[src/hdl/trial_division_factorizer_core_macros.svh]
// assertion macros for the trial division factorizer
`ifndef TRIAL_DIVISION_FACTORIZER_CORE_MACROS_SVH
`define TRIAL_DIVISION_FACTORIZER_CORE_MACROS_SVH

// same-cycle implication, checked outside reset
`define TDF_ASSERT_SAME(label, clk, rst_n, ante, cons) \
  label: assert property (@(posedge clk) disable iff (!rst_n) (ante) |-> (cons)) \
    else $error("tdf same-cycle check failed");

// next-cycle implication, checked outside reset
`define TDF_ASSERT_NEXT(label, clk, rst_n, ante, cons) \
  label: assert property (@(posedge clk) disable iff (!rst_n) (ante) |=> (cons)) \
    else $error("tdf next-cycle check failed");

`endif

[src/hdl/tdf_pkg.sv]
// shared types and constants for the trial division factorizer
`timescale 1ns / 1ps
package tdf_pkg;

  localparam int EXP_BITS = 6;

  typedef struct packed {
    logic load;
    logic div_start;
    logic take_quotient;
    logic next_divisor;
    logic push_factor;
    logic push_rem;
    logic flush;
  } tdf_cmd_t;

  typedef struct packed {
    logic value_zero;
    logic div_done;
    logic d_gt_q;
    logic r_zero;
    logic rem_gt1;
  } tdf_status_t;

endpackage

[src/hdl/tdf_divider.sv]
// iterative restoring divider, one quotient bit per cycle
`timescale 1ns / 1ps
module tdf_divider #(
  parameter int VALUE_BITS = 40,
  parameter int DIV_BITS   = 21
) (
  input  logic                  clk,
  input  logic                  rst_n,
  input  logic                  start,
  input  logic [VALUE_BITS-1:0] dividend,
  input  logic [DIV_BITS-1:0]   divisor,
  output logic                  done,
  output logic [VALUE_BITS-1:0] quotient,
  output logic [DIV_BITS-1:0]   remainder
);
  localparam int CNT_BITS = (VALUE_BITS > 1) ? $clog2(VALUE_BITS) : 1;

  logic [VALUE_BITS-1:0] quo_r;
  logic [DIV_BITS-1:0]   part_r;
  logic [CNT_BITS-1:0]   cnt_r;
  logic                  run_r;
  logic                  done_r;

  logic [DIV_BITS:0] acc;
  logic [DIV_BITS:0] diff;
  logic              ge;

  assign acc  = {part_r, quo_r[VALUE_BITS-1]};
  assign ge   = acc >= {1'b0, divisor};
  assign diff = acc - {1'b0, divisor};

  always_ff @(posedge clk) begin
    if (!rst_n) begin
      run_r  <= 1'b0;
      done_r <= 1'b0;
    end else if (start) begin
      run_r  <= 1'b1;
      done_r <= 1'b0;
    end else if (run_r && (cnt_r == CNT_BITS'(VALUE_BITS - 1))) begin
      run_r  <= 1'b0;
      done_r <= 1'b1;
    end
  end

  always_ff @(posedge clk) begin
    if (start) begin
      quo_r  <= dividend;
      part_r <= '0;
      cnt_r  <= '0;
    end else if (run_r) begin
      quo_r  <= {quo_r[VALUE_BITS-2:0], ge};
      part_r <= ge ? diff[DIV_BITS-1:0] : acc[DIV_BITS-1:0];
      cnt_r  <= cnt_r + CNT_BITS'(1);
    end
  end

  assign done      = done_r;
  assign quotient  = quo_r;
  assign remainder = part_r;
endmodule

[src/hdl/tdf_datapath.sv]
// remainder, divisor, exponent, pending result and output registers
`timescale 1ns / 1ps
module tdf_datapath #(
  parameter int VALUE_BITS = 40,
  parameter int DIV_BITS   = 21
) (
  input  logic                          clk,
  input  logic                          rst_n,
  input  logic [VALUE_BITS-1:0]         in_value,
  input  tdf_pkg::tdf_cmd_t             cmd,
  output tdf_pkg::tdf_status_t          status,
  output logic                          out_valid,
  output logic [VALUE_BITS-1:0]         out_prime_factor,
  output logic [tdf_pkg::EXP_BITS-1:0]  out_exponent,
  output logic                          out_last,
  output logic                          out_invalid
);
  import tdf_pkg::*;

  logic [VALUE_BITS-1:0] rem_r, rem_nxt;
  logic [DIV_BITS-1:0]   d_r, d_nxt;
  logic [EXP_BITS-1:0]   exp_r, exp_nxt;

  logic                  pend_valid_r, pend_valid_nxt;
  logic [VALUE_BITS-1:0] pend_prime_r, pend_prime_nxt;
  logic [EXP_BITS-1:0]   pend_exp_r, pend_exp_nxt;
  logic                  pend_invalid_r, pend_invalid_nxt;

  logic                  out_valid_r, out_valid_nxt;
  logic [VALUE_BITS-1:0] out_prime_r, out_prime_nxt;
  logic [EXP_BITS-1:0]   out_exp_r, out_exp_nxt;
  logic                  out_last_r, out_last_nxt;
  logic                  out_invalid_r, out_invalid_nxt;

  logic                  div_done;
  logic [VALUE_BITS-1:0] quo;
  logic [DIV_BITS-1:0]   part;

  tdf_divider #(
    .VALUE_BITS(VALUE_BITS),
    .DIV_BITS  (DIV_BITS)
  ) u_divider (
    .clk      (clk),
    .rst_n    (rst_n),
    .start    (cmd.div_start),
    .dividend (rem_r),
    .divisor  (d_r),
    .done     (div_done),
    .quotient (quo),
    .remainder(part)
  );

  always_comb begin
    rem_nxt          = rem_r;
    d_nxt            = d_r;
    exp_nxt          = exp_r;
    pend_valid_nxt   = pend_valid_r;
    pend_prime_nxt   = pend_prime_r;
    pend_exp_nxt     = pend_exp_r;
    pend_invalid_nxt = pend_invalid_r;
    out_valid_nxt    = 1'b0;
    out_prime_nxt    = out_prime_r;
    out_exp_nxt      = out_exp_r;
    out_last_nxt     = out_last_r;
    out_invalid_nxt  = out_invalid_r;

    if (cmd.load) begin
      rem_nxt          = in_value;
      d_nxt            = DIV_BITS'(2);
      exp_nxt          = '0;
      pend_valid_nxt   = (in_value == '0);
      pend_prime_nxt   = '0;
      pend_exp_nxt     = '0;
      pend_invalid_nxt = 1'b1;
    end

    if (cmd.take_quotient) begin
      rem_nxt = quo;
      exp_nxt = exp_r + EXP_BITS'(1);
    end

    if (cmd.next_divisor) begin
      d_nxt   = (d_r == DIV_BITS'(2)) ? DIV_BITS'(3) : d_r + DIV_BITS'(2);
      exp_nxt = '0;
    end

    if (cmd.push_factor || cmd.push_rem) begin
      if (pend_valid_r) begin
        out_valid_nxt   = 1'b1;
        out_prime_nxt   = pend_prime_r;
        out_exp_nxt     = pend_exp_r;
        out_last_nxt    = 1'b0;
        out_invalid_nxt = pend_invalid_r;
      end
      pend_valid_nxt   = 1'b1;
      pend_prime_nxt   = cmd.push_factor ? VALUE_BITS'(d_r) : rem_r;
      pend_exp_nxt     = cmd.push_factor ? exp_r : EXP_BITS'(1);
      pend_invalid_nxt = 1'b0;
    end

    if (cmd.flush) begin
      if (pend_valid_r) begin
        out_valid_nxt   = 1'b1;
        out_prime_nxt   = pend_prime_r;
        out_exp_nxt     = pend_exp_r;
        out_last_nxt    = 1'b1;
        out_invalid_nxt = pend_invalid_r;
      end
      pend_valid_nxt = 1'b0;
    end
  end

  always_ff @(posedge clk) begin
    if (!rst_n) begin
      pend_valid_r <= 1'b0;
      out_valid_r  <= 1'b0;
    end else begin
      pend_valid_r <= pend_valid_nxt;
      out_valid_r  <= out_valid_nxt;
    end
  end

  always_ff @(posedge clk) begin
    rem_r          <= rem_nxt;
    d_r            <= d_nxt;
    exp_r          <= exp_nxt;
    pend_prime_r   <= pend_prime_nxt;
    pend_exp_r     <= pend_exp_nxt;
    pend_invalid_r <= pend_invalid_nxt;
    out_prime_r    <= out_prime_nxt;
    out_exp_r      <= out_exp_nxt;
    out_last_r     <= out_last_nxt;
    out_invalid_r  <= out_invalid_nxt;
  end

  assign status.value_zero = (in_value == '0);
  assign status.div_done   = div_done;
  assign status.d_gt_q     = VALUE_BITS'(d_r) > quo;
  assign status.r_zero     = (part == '0);
  assign status.rem_gt1    = rem_r > VALUE_BITS'(1);

  assign out_valid        = out_valid_r;
  assign out_prime_factor = out_prime_r;
  assign out_exponent     = out_exp_r;
  assign out_last         = out_last_r;
  assign out_invalid      = out_invalid_r;
endmodule

[src/hdl/tdf_ctrl.sv]
// controller state machine for the trial division search
`timescale 1ns / 1ps
module tdf_ctrl (
  input  logic                 clk,
  input  logic                 rst_n,
  input  logic                 start,
  input  tdf_pkg::tdf_status_t status,
  output tdf_pkg::tdf_cmd_t    cmd,
  output logic                 busy
);
  import tdf_pkg::*;

  localparam logic [2:0] ST_IDLE  = 3'd0;
  localparam logic [2:0] ST_INIT  = 3'd1;
  localparam logic [2:0] ST_RUN   = 3'd2;
  localparam logic [2:0] ST_EVAL  = 3'd3;
  localparam logic [2:0] ST_FINAL = 3'd4;
  localparam logic [2:0] ST_FLUSH = 3'd5;

  logic [2:0] state_r, state_nxt;
  logic       inner_r, inner_nxt;

  always_comb begin
    state_nxt = state_r;
    inner_nxt = inner_r;
    cmd       = '0;
    unique case (state_r)
      ST_IDLE: begin
        if (start) begin
          cmd.load  = 1'b1;
          inner_nxt = 1'b0;
          state_nxt = status.value_zero ? ST_FLUSH : ST_INIT;
        end
      end
      ST_INIT: begin
        cmd.div_start = 1'b1;
        state_nxt     = ST_RUN;
      end
      ST_RUN: begin
        if (status.div_done) begin
          state_nxt = ST_EVAL;
        end
      end
      ST_EVAL: begin
        state_nxt = ST_INIT;
        if (inner_r) begin
          if (status.r_zero) begin
            cmd.take_quotient = 1'b1;
          end else begin
            cmd.push_factor  = 1'b1;
            cmd.next_divisor = 1'b1;
            inner_nxt        = 1'b0;
          end
        end else if (status.d_gt_q) begin
          state_nxt = ST_FINAL;
        end else if (status.r_zero) begin
          cmd.take_quotient = 1'b1;
          inner_nxt         = 1'b1;
        end else begin
          cmd.next_divisor = 1'b1;
        end
      end
      ST_FINAL: begin
        cmd.push_rem = status.rem_gt1;
        state_nxt    = ST_FLUSH;
      end
      ST_FLUSH: begin
        cmd.flush = 1'b1;
        state_nxt = ST_IDLE;
      end
      default: begin
        state_nxt = ST_IDLE;
      end
    endcase
  end

  always_ff @(posedge clk) begin
    if (!rst_n) begin
      state_r <= ST_IDLE;
      inner_r <= 1'b0;
    end else begin
      state_r <= state_nxt;
      inner_r <= inner_nxt;
    end
  end

  assign busy = (state_r != ST_IDLE);
endmodule

[src/hdl/trial_division_factorizer_core.sv]
// top level of the trial division factorizer
//
//   channel | ports                                         | transfer
//   --------+-----------------------------------------------+---------------------
//   input   | start, busy, in_value                         | start high, busy low
//   result  | out_valid, out_prime_factor, out_exponent,    | out_valid high,
//           | out_last, out_invalid                         | one cycle, no stall
//
// each trial division runs through the bit-serial divider
// an item takes a division per divisor tried and per quotient taken,
// up to about 2^(VALUE_BITS/2 - 1) divisions when the input is a large prime
// busy stays high from an accepted item until its last result, if any, appears
// synchronous active-low reset returns the controller to idle, no results pending
`timescale 1ns / 1ps
`include "trial_division_factorizer_core_macros.svh"
module trial_division_factorizer_core #(
  parameter int VALUE_BITS = 40
) (
  input  logic                         clk,
  input  logic                         rst_n,
  input  logic                         start,
  output logic                         busy,
  input  logic [VALUE_BITS-1:0]        in_value,
  output logic                         out_valid,
  output logic [VALUE_BITS-1:0]        out_prime_factor,
  output logic [tdf_pkg::EXP_BITS-1:0] out_exponent,
  output logic                         out_last,
  output logic                         out_invalid
);
  import tdf_pkg::*;

  localparam int DIV_BITS = (VALUE_BITS + 1) / 2 + 1;

  tdf_cmd_t    cmd;
  tdf_status_t status;

  tdf_ctrl u_ctrl (
    .clk   (clk),
    .rst_n (rst_n),
    .start (start),
    .status(status),
    .cmd   (cmd),
    .busy  (busy)
  );

  tdf_datapath #(
    .VALUE_BITS(VALUE_BITS),
    .DIV_BITS  (DIV_BITS)
  ) u_datapath (
    .clk             (clk),
    .rst_n           (rst_n),
    .in_value        (in_value),
    .cmd             (cmd),
    .status          (status),
    .out_valid       (out_valid),
    .out_prime_factor(out_prime_factor),
    .out_exponent    (out_exponent),
    .out_last        (out_last),
    .out_invalid     (out_invalid)
  );

  `TDF_ASSERT_SAME(a_invalid_is_last, clk, rst_n, out_valid && out_invalid, out_last && (out_prime_factor == '0))
  `TDF_ASSERT_SAME(a_last_when_idle, clk, rst_n, out_valid && out_last, !busy)
  `TDF_ASSERT_SAME(a_more_while_busy, clk, rst_n, out_valid && !out_last, busy)
  `TDF_ASSERT_SAME(a_prime_above_one, clk, rst_n, out_valid && !out_invalid, out_prime_factor > VALUE_BITS'(1))
  `TDF_ASSERT_NEXT(a_accept_goes_busy, clk, rst_n, start && !busy, busy)
endmodule
[config.mk]
export PLATFORM = sky130hd
export DESIGN_NAME = trial_division_factorizer_core
export DESIGN_NICKNAME = d
export VERILOG_FILES = /design/src/hdl/tdf_pkg.sv /design/src/hdl/tdf_divider.sv /design/src/hdl/tdf_datapath.sv /design/src/hdl/tdf_ctrl.sv /design/src/hdl/trial_division_factorizer_core.sv
export VERILOG_INCLUDE_DIRS = /design/src /design/src/hdl
export SDC_FILE = /design/constraint.sdc
export NUM_CORES = 1
export LEC_CHECK = 0
export ABC_AREA = 1
export BUFFER_PORTS_ARGS = -buffer_cell sky130_fd_sc_hd__buf_2
export CORE_AREA = 5 5 163 165
export DETAILED_ROUTE_END_ITERATION = 8
export DIE_AREA = 0 0 168 170
export PLACE_DENSITY_LB_ADDON = 0.08
export SYNTH_ARGS = -nofsm -noshare
export SYNTH_HDL_FRONTEND = slang
export SYNTH_HIERARCHICAL = 1
export SYNTH_SLANG_ARGS = --single-unit
[constraint.sdc]
create_clock -name clk -period 8.2 [get_ports clk]
set_input_delay 0.82 -clock clk [delete_from_list [all_inputs] [get_ports clk]]
set_output_delay 0.82 -clock clk [all_outputs]
set_load 0.01 [all_outputs]
==> run_summary.xml, run 1 <==
<?xml version="1.0" encoding="UTF-8"?>
<metrics>
  <group name="timing">
    <metric name="setup_viol" unit="">0</metric>
    <metric name="clock.fmax" unit="MHz">256.8</metric>
    <metric name="max_slew_vio_count" unit="">0</metric>
    <metric name="hold_viol_final" unit="">0</metric>
    <metric name="setup_repair_after_global_routing_missed_its_margin" unit="">false</metric>
    <metric name="maxSlewHeadroom" unit="">0.2531</metric>
    <metric name="clock_skew" unit="ns">0.01801</metric>
    <metric name="setup_tns" unit="ns">0</metric>
    <metric name="final_min_period_over_clock_period" unit="">0.4749</metric>
    <metric name="min_period" unit="ns">3.894</metric>
    <metric name="max_slew.worst_pin.slew" unit="ns">1.119</metric>
  </group>
  <group name="critical_path">
    <metric name="critical_path.endpoint_type" unit="">flip-flop</metric>
    <metric name="worst-endpoint-arrival" unit="ns">4.22</metric>
    <metric name="timing.critical_path.fanout_max" unit="">33</metric>
    <metric name="timing.reg2reg.worst_path_depth" unit="">7</metric>
    <metric name="cp-start-kind" unit="">flip-flop</metric>
    <metric name="worstSetupStartpoint" unit="">u_datapath/u_divider/remainder[15]</metric>
    <metric name="endpoint" unit="">u_datapath/pend_prime_r[9]</metric>
    <metric name="ff2ff_setup_slack" unit="ns">4.31</metric>
    <metric name="required_time_worst_endpoint" unit="ns">8.52</metric>
    <metric name="critical_path_class" unit="">reg2reg</metric>
    <metric name="rr_startpoint" unit="">u_datapath/u_divider/remainder[15]</metric>
    <metric name="r2r_end" unit="">u_datapath/pend_prime_r[9]</metric>
  </group>
  <group name="pwr">
    <metric name="share_clk_of_total_power" unit="">0.283</metric>
    <metric name="seq_power_share" unit="">0.399</metric>
    <metric name="p_leak" unit="nW">7.130</metric>
    <metric name="p_sw_frac" unit="">0.3636</metric>
    <metric name="power_density" unit="mW/mm²">278.0</metric>
    <metric name="p_comb_frac" unit="">0.319</metric>
    <metric name="cellInternalPower" unit="mW">2.651</metric>
    <metric name="switchingPower" unit="mW">1.515</metric>
    <metric name="ir_drop_worst_vdd" unit="mV">0.1642</metric>
  </group>
  <group name="route">
    <metric name="routed_wire_length_per_instance" unit="µm">16.28</metric>
    <metric name="drt.antenna.violating_nets" unit="">0</metric>
    <metric name="drtIter0Drc" unit="">1079</metric>
    <metric name="detail_route.vias_per_cell" unit="">5.195</metric>
    <metric name="remaining_drc_errors" unit="">0</metric>
    <metric name="via_count" unit="">10980</metric>
    <metric name="detail_route.wirelength" unit="µm">34400</metric>
    <metric name="drt_first_pass_iters" unit="">5</metric>
  </group>
  <group name="layout">
    <metric name="antenna_cells" unit="">0</metric>
    <metric name="fraction_of_layout_cells_with_a_size_suffix_above_1" unit="">0.1144</metric>
    <metric name="finish.net_count" unit="">1852</metric>
    <metric name="final_util" unit="">0.6021</metric>
    <metric name="final_design_area_no_fill" unit="mm²">0.01499</metric>
    <metric name="area.growth.synth_to_final" unit="%">11.16</metric>
  </group>
  <group name="grt">
    <metric name="global_route.overflow_total" unit="">0</metric>
    <metric name="grt_pass1_vias" unit="">10660</metric>
    <metric name="grt_antenna_before_repair" unit="">0</metric>
    <metric name="grt_pass1_wl" unit="µm">55720</metric>
    <metric name="global_router_s_overall_resource_usage" unit="">0.2394</metric>
    <metric name="maximum_number_of_pins_on_one_net_before_global_route_repair" unit="">96</metric>
  </group>
  <group name="floorplan">
    <metric name="ioPinCount" unit="">93</metric>
    <metric name="floorplan.die.width" unit="µm">168</metric>
    <metric name="fp-row-count" unit="">58</metric>
    <metric name="die-area" unit="mm²">0.02856</metric>
    <metric name="start_util" unit="">0.5416</metric>
    <metric name="die_height" unit="µm">170</metric>
    <metric name="floorplan.core_area" unit="mm²">0.02489</metric>
  </group>
  <group name="yosys">
    <metric name="synth_top_cells_by_area" unit="">edfxtp_1 (43%), nand2_1 (17%), inv_1 (7.7%), dfxtp_1 (6.2%), ha_1 (4.2%)</metric>
    <metric name="synthTopCellsByCount" unit="">nand2_1 (593), inv_1 (275), edfxtp_1 (195), nor2_1 (120), nand3_1 (85)</metric>
    <metric name="post-synth-top-count-cell" unit="">nand2_1</metric>
    <metric name="synth_sequential_area_ratio" unit="">0.4967</metric>
    <metric name="number_of_synthesized_flops_with_an_enable_pin" unit="">195</metric>
    <metric name="synth.avg_cell_area" unit="µm²">7.973</metric>
    <metric name="ys_dominant_reg_cell" unit="">edfxtp_1</metric>
    <metric name="ys_async_sr_fraction" unit="">0</metric>
    <metric name="synth.yosys.warnings" unit="">6</metric>
    <metric name="synth.cell_area" unit="mm²">0.01348</metric>
    <metric name="post_synth_num_cell_types" unit="">44</metric>
    <metric name="synth_fp_nets" unit="">1780</metric>
    <metric name="synth_top_area_cell" unit="">edfxtp_1</metric>
    <metric name="synth_top_area_share" unit="">0.4343</metric>
    <metric name="synth-seq-cells" unit="">237</metric>
    <metric name="postSynthCellCount" unit="">1691</metric>
  </group>
  <group name="clocking">
    <metric name="clock-sinks" unit="">237</metric>
    <metric name="clk_latency" unit="ns">0.54</metric>
    <metric name="postCtsSetupRepairBufs" unit="">0</metric>
    <metric name="clkTransAtPathRegs" unit="ns">0.06</metric>
    <metric name="max-clock-path-buffers" unit="">3</metric>
    <metric name="post_cts_resize_count" unit="">0</metric>
    <metric name="cts_hold_buffers" unit="">0</metric>
    <metric name="cts_tree" unit="">done</metric>
    <metric name="cts_root_buf" unit="">clkbuf_16</metric>
    <metric name="cts.htree.levels" unit="">1</metric>
    <metric name="tritoncts.num_buffers" unit="">26</metric>
  </group>
  <group name="worst_hold_path">
    <metric name="class_of_the_most_critical_hold_timing_path" unit="">reg2reg</metric>
  </group>
  <group name="job">
    <metric name="cap_viol_max_count" unit="">0</metric>
  </group>
  <group name="placement">
    <metric name="gp_congestion" unit="">0.9724</metric>
    <metric name="buffers_added_on_ports" unit="">92</metric>
    <metric name="dp_hpwl" unit="µm">25310</metric>
    <metric name="post_dp_cell_area" unit="mm²">0.01411</metric>
  </group>
  <group name="run_status">
    <metric name="outcome" unit="">completed</metric>
  </group>
</metrics>
-- layer usage --
layer / up-vias / part of all wire / GRT usage
met5: - / 0 / 0
met3: 51 / 0.082 / 0.04274
met2: 379 / 0.44 / 0.3779
met4: 0 / 0.019 / 0.05328
li1: 5514 / - / -
met1: 5033 / 0.46 / 0.3486
-- stage by stage --
stage / total power, mW / std cells / hold WS [ns] / setup WS [ns]
5_1_grt: 4.448 / 2113 / 0.4903 / 4.034
4_1_cts: 4.178 / 2113 / 0.4499 / 4.383
6_report: 4.167 / 2113 / 0.4491 / 4.306
3_5_place_dp: 2.993 / 2065 / 0.4416 / 4.401
3_3_place_gp: 2.969 / 2065 / 0.4362 / 4.486
2_1_floorplan: 2.662 / 1691 / 0.4245 / 4.937
-- worst min path at each step --
stage,startpoint,end,cells after the start
after global routing,u_datapath/pend_invalid_r,u_datapath/pend_invalid_r,2
after global placement,u_datapath/pend_invalid_r,u_datapath/pend_invalid_r,2
after floorplan,u_datapath/pend_invalid_r,u_datapath/pend_invalid_r,2
final,u_datapath/pend_invalid_r,u_datapath/pend_invalid_r,2
after CTS,u_datapath/pend_invalid_r,u_datapath/pend_invalid_r,2
after detailed placement,u_datapath/pend_invalid_r,u_datapath/pend_invalid_r,2
-- cells in the final DEF (no fill, tap or decap), types with 3 or more instances in the layout --
cell         n
a21oi_1     41
and2_1       3
buf_2       92
buf_4        7
clkbuf_1    10
clkbuf_16   27
clkbuf_8     3
clkinv_2     3
dfxtp_1     42
edfxtp_1   195
ha_1        45
inv_1      274
inv_2       12
nand2_1    592
nand2_2     15
nand2_4      3
nand3_1     85
nand3_2     16
nand3b_1    15
nand4_1     27
nor2_1     119
nor2_2       8
nor2_4       5
nor3_1      16
nor3_2       4
nor4_1      12
o21ai_0     59
o21ai_1      6
o22ai_1     10
xnor2_1      8
xor2_1       8
-- critical path, stage by stage, from the launching register on --
cell and delay [ns]:
dfxtp_1 0.33, nor4_1 0.74, nand4_1 0.19, nor2_1 0.34, nor3_1 0.25, inv_1 0.63, nand2_1 0.78, o22ai_1 0.43
-- cell families (layout without fill, tap and decap cells) --
logic type	Yosys count	count (layout)	synth area share
AOI/OAI and AO/OA	125	125	0.04910
xor gates and xnor gates	16	16	0.01039
adders and majority gates	46	46	0.04325
buffers and inverters	342	434	0.1027
DFF	237	237	0.4967
and+or+nand+nor	925	925	0.2978
-- power by group through the flow --
stage	logic (mW)	registers, mW	clock network (mW)
after floorplan	1.03	1.63	0
after global placement	1.29	1.67	0
after detailed placement	1.31	1.68	0
after CTS	1.32	1.66	1.20
after global routing	1.50	1.68	1.26
final	1.33	1.66	1.18
-- area by class of cell --
| class | count | area (µm²) |
|---|---|---|
| inverters | 287 | 1077 |
| well taps | 330 | 412.9 |
| repair buffers | 99 | 513.0 |
| multi-input cells | 1112 | 5410 |
| clock buffers | 40 | 754.5 |
| clock inverters | 8 | 122.6 |
| fillers | 2299 | 9905 |
| flip-flops and latches | 237 | 6696 |
Note: power is estimated with default switching activity, not from simulation.
==> run 2: changes to the inputs <==
- ABC_AREA: 1 -> 0
- CORE_AREA: 5 5 163 165 -> 5 5 157 159
- DIE_AREA: 0 0 168 170 -> 0 0 162 164
- clock period: 8.2 -> 3.3 ns (I/O delays scaled with it)
==> run_summary.xml, run 2 <==
<?xml version="1.0" encoding="UTF-8"?>
<metrics>
  <group name="critical_path">
    <metric name="rr_startpoint" unit="">u_datapath/d_r[15]</metric>
    <metric name="critical_path_class" unit="">reg2reg</metric>
    <metric name="worst-endpoint-arrival" unit="ns">3.32</metric>
    <metric name="r2r_end" unit="">u_datapath/rem_r[35]</metric>
    <metric name="worstSetupStartpoint" unit="">u_datapath/d_r[15]</metric>
    <metric name="required_time_worst_endpoint" unit="ns">3.56</metric>
    <metric name="timing.critical_path.fanout_max" unit="">17</metric>
    <metric name="timing.reg2reg.worst_path_depth" unit="">11</metric>
    <metric name="critical_path.endpoint_type" unit="">flip-flop</metric>
    <metric name="ff2ff_setup_slack" unit="ns">0.24</metric>
    <metric name="cp-start-kind" unit="">flip-flop</metric>
  </group>
  <group name="grt">
    <metric name="grt_pass1_vias" unit="">8469</metric>
    <metric name="global_router_s_overall_resource_usage" unit="">0.2242</metric>
    <metric name="maximum_number_of_pins_on_one_net_before_global_route_repair" unit="">66</metric>
    <metric name="grt_pass1_wl" unit="µm">47540</metric>
    <metric name="global_route.overflow_total" unit="">0</metric>
    <metric name="grt_antenna_before_repair" unit="">1</metric>
  </group>
  <group name="clocking">
    <metric name="clkTransAtPathRegs" unit="ns">0.06</metric>
    <metric name="clk_latency" unit="ns">0.52</metric>
    <metric name="max-clock-path-buffers" unit="">3</metric>
    <metric name="postCtsSetupRepairBufs" unit="">0</metric>
    <metric name="cts_root_buf" unit="">clkbuf_16</metric>
    <metric name="clock-sinks" unit="">237</metric>
    <metric name="cts.htree.levels" unit="">1</metric>
    <metric name="cts_hold_buffers" unit="">0</metric>
    <metric name="cts_tree" unit="">done</metric>
    <metric name="post_cts_resize_count" unit="">0</metric>
    <metric name="tritoncts.num_buffers" unit="">26</metric>
  </group>
  <group name="worst_hold_path">
    <metric name="hold_path_depth" unit="">2</metric>
    <metric name="timing.hold.worst.start" unit="">in_value[16]</metric>
    <metric name="min_to" unit="">u_datapath/rem_r[16]</metric>
    <metric name="class_of_the_most_critical_hold_timing_path" unit="">in2reg</metric>
  </group>
  <group name="yosys">
    <metric name="ys_dominant_reg_cell" unit="">edfxtp_1</metric>
    <metric name="synth_top_area_share" unit="">0.4712</metric>
    <metric name="synth.avg_cell_area" unit="µm²">11.94</metric>
    <metric name="synth_top_cells_by_area" unit="">edfxtp_1 (47%), mux2_2 (7.2%), dfxtp_1 (6.8%), mux2i_1 (4.8%), ha_1 (4.5%)</metric>
    <metric name="post_synth_num_cell_types" unit="">77</metric>
    <metric name="post-synth-top-count-cell" unit="">edfxtp_1</metric>
    <metric name="synth.cell_area" unit="mm²">0.01243</metric>
    <metric name="synth_fp_nets" unit="">1130</metric>
    <metric name="synth-seq-cells" unit="">237</metric>
    <metric name="postSynthCellCount" unit="">1041</metric>
    <metric name="synth.yosys.warnings" unit="">6</metric>
    <metric name="synth_top_area_cell" unit="">edfxtp_1</metric>
    <metric name="synth_sequential_area_ratio" unit="">0.5389</metric>
    <metric name="synthTopCellsByCount" unit="">edfxtp_1 (195), nor2_1 (109), mux2_2 (80), mux2i_1 (60), inv_1 (55)</metric>
    <metric name="ys_async_sr_fraction" unit="">0</metric>
    <metric name="number_of_synthesized_flops_with_an_enable_pin" unit="">195</metric>
  </group>
  <group name="run_status">
    <metric name="outcome" unit="">completed</metric>
  </group>
  <group name="pwr">
    <metric name="power_density" unit="mW/mm²">718.7</metric>
    <metric name="p_leak" unit="nW">5.307</metric>
    <metric name="post_layout_power" unit="mW">10.24</metric>
    <metric name="ir_drop_worst_vdd" unit="mV">0.4916</metric>
  </group>
  <group name="route">
    <metric name="drtIter0Drc" unit="">758</metric>
    <metric name="via_count" unit="">8671</metric>
    <metric name="remaining_drc_errors" unit="">0</metric>
    <metric name="detail_route.wirelength" unit="µm">29820</metric>
    <metric name="routed_wire_length_per_instance" unit="µm">20.45</metric>
    <metric name="detail_route.vias_per_cell" unit="">5.947</metric>
    <metric name="drt.antenna.violating_nets" unit="">0</metric>
    <metric name="drt_first_pass_iters" unit="">5</metric>
  </group>
  <group name="timing">
    <metric name="hold_viol_final" unit="">0</metric>
    <metric name="clock_skew" unit="ns">0.01415</metric>
    <metric name="min_period" unit="ns">3.059</metric>
    <metric name="maxSlewHeadroom" unit="">0.2716</metric>
    <metric name="max_slew.worst_pin.slew" unit="ns">1.088</metric>
    <metric name="layout_setup_ws" unit="ns">0.2407</metric>
    <metric name="setup_repair_after_global_routing_missed_its_margin" unit="">false</metric>
    <metric name="setup_viol" unit="">0</metric>
    <metric name="max_slew_vio_count" unit="">0</metric>
    <metric name="clock.fmax" unit="MHz">326.9</metric>
    <metric name="final_min_period_over_clock_period" unit="">0.9271</metric>
  </group>
  <group name="floorplan">
    <metric name="ioPinCount" unit="">93</metric>
    <metric name="fp-row-count" unit="">56</metric>
    <metric name="die_height" unit="µm">164</metric>
    <metric name="start_util" unit="">0.5374</metric>
    <metric name="floorplan.die.width" unit="µm">162</metric>
    <metric name="floorplan.core_area" unit="mm²">0.02312</metric>
    <metric name="die-area" unit="mm²">0.02657</metric>
  </group>
  <group name="placement">
    <metric name="gp_congestion" unit="">0.9018</metric>
    <metric name="post-place-ws" unit="ns">0.1850</metric>
    <metric name="buffers_added_on_ports" unit="">92</metric>
    <metric name="dp_hpwl" unit="µm">21510</metric>
  </group>
  <group name="layout">
    <metric name="final_cell_mix" unit="">edfxtp_1 (195), nor2_1 (107), buf_2 (92), mux2_2 (80), mux2i_1 (60)</metric>
    <metric name="fraction_of_layout_cells_with_a_size_suffix_above_1" unit="">0.2457</metric>
    <metric name="antenna_cells" unit="">0</metric>
    <metric name="area.growth.synth_to_final" unit="%">14.67</metric>
    <metric name="finish.net_count" unit="">1237</metric>
    <metric name="layout_commonest_cell" unit="">edfxtp_1</metric>
  </group>
  <group name="job">
    <metric name="cap_viol_max_count" unit="">0</metric>
  </group>
</metrics>
## run 2: cell type report
cell class / count / area, µm²
Inverter: 55 / 210.2
Tap cell: 290 / 362.8
Clock buffer: 35 / 705.7
Clock inverter: 13 / 153.9
Multi-Input combinational cell: 693 / 5286
Fill cell: 1883 / 8872
Timing Repair Buffer: 135 / 833.3
Sequential cell: 237 / 6698
## run 2: cell families after synthesis
group	after synthesis	share of synthesized area
buffers and inverters	111	0.04007
xor gates and xnor gates	38	0.02678
and+or+nand+nor	312	0.1330
DFF	237	0.5389
adders and majority gates	46	0.04692
AOI/OAI and AO/OA	157	0.09354
muxes	140	0.1208
## run 2: layer usage
metal | global-route usage | wire length, µm | share of wire
met2 | 0.3545 | 13850 | 0.46
met5 | 0 | 20 | 0.00067
met4 | 0.06421 | 677 | 0.023
met3 | 0.03363 | 1716 | 0.058
met1 | 0.3250 | 13560 | 0.45
## run 2: critical path, cell delays in order, from the launching register on
cell and delay (ns):
edfxtp_1 0.44, ha_1 0.34, nand4_1 0.18, nor4_4 0.33, o31ai_1 0.11, a31oi_1 0.25
or2b_1 0.28, nand2b_1 0.17, nor2_4 0.07, nor2_4 0.19, clkinvlp_4 0.18, buf_4 0.25
## run 2: how the worst max path moves through the flow
stage                     slack, ns                   end  cells after the start
after global placement         0.28  u_datapath/rem_r[31]                     12
after detailed placement       0.19  u_datapath/rem_r[31]                     12
after global routing           0.02   u_datapath/exp_r[5]                     14
after CTS                      0.16  u_datapath/rem_r[35]                     12
after floorplan              -0.006   u_datapath/exp_r[5]                     14
final                          0.24  u_datapath/rem_r[35]                     11
## run 2: stage by stage
step | hold slack (ns) | instances | setup TNS (ns) | utilization | cell area [µm²]
final | 0.1277 | 1458 | 0 | 0.6163 | 14250
after global routing | 0.1110 | 1458 | 0 | 0.6163 | 14250
after CTS | 0.1030 | 1458 | 0 | 0.6159 | 14240
after detailed placement | 0.4833 | 1410 | 0 | 0.5787 | 13380
after global placement | 0.4630 | 1410 | 0 | 0.5787 | 13380
after floorplan | 0.4405 | 1041 | -0.07725 | - | 12460
## run 2: power by group
group / switching (mW) / leakage [nW] / internal (mW)
sequential: 0.415 / 2.17 / 3.84
clock: 1.17 / 0.413 / 1.74
combinational: 1.74 / 2.72 / 1.33
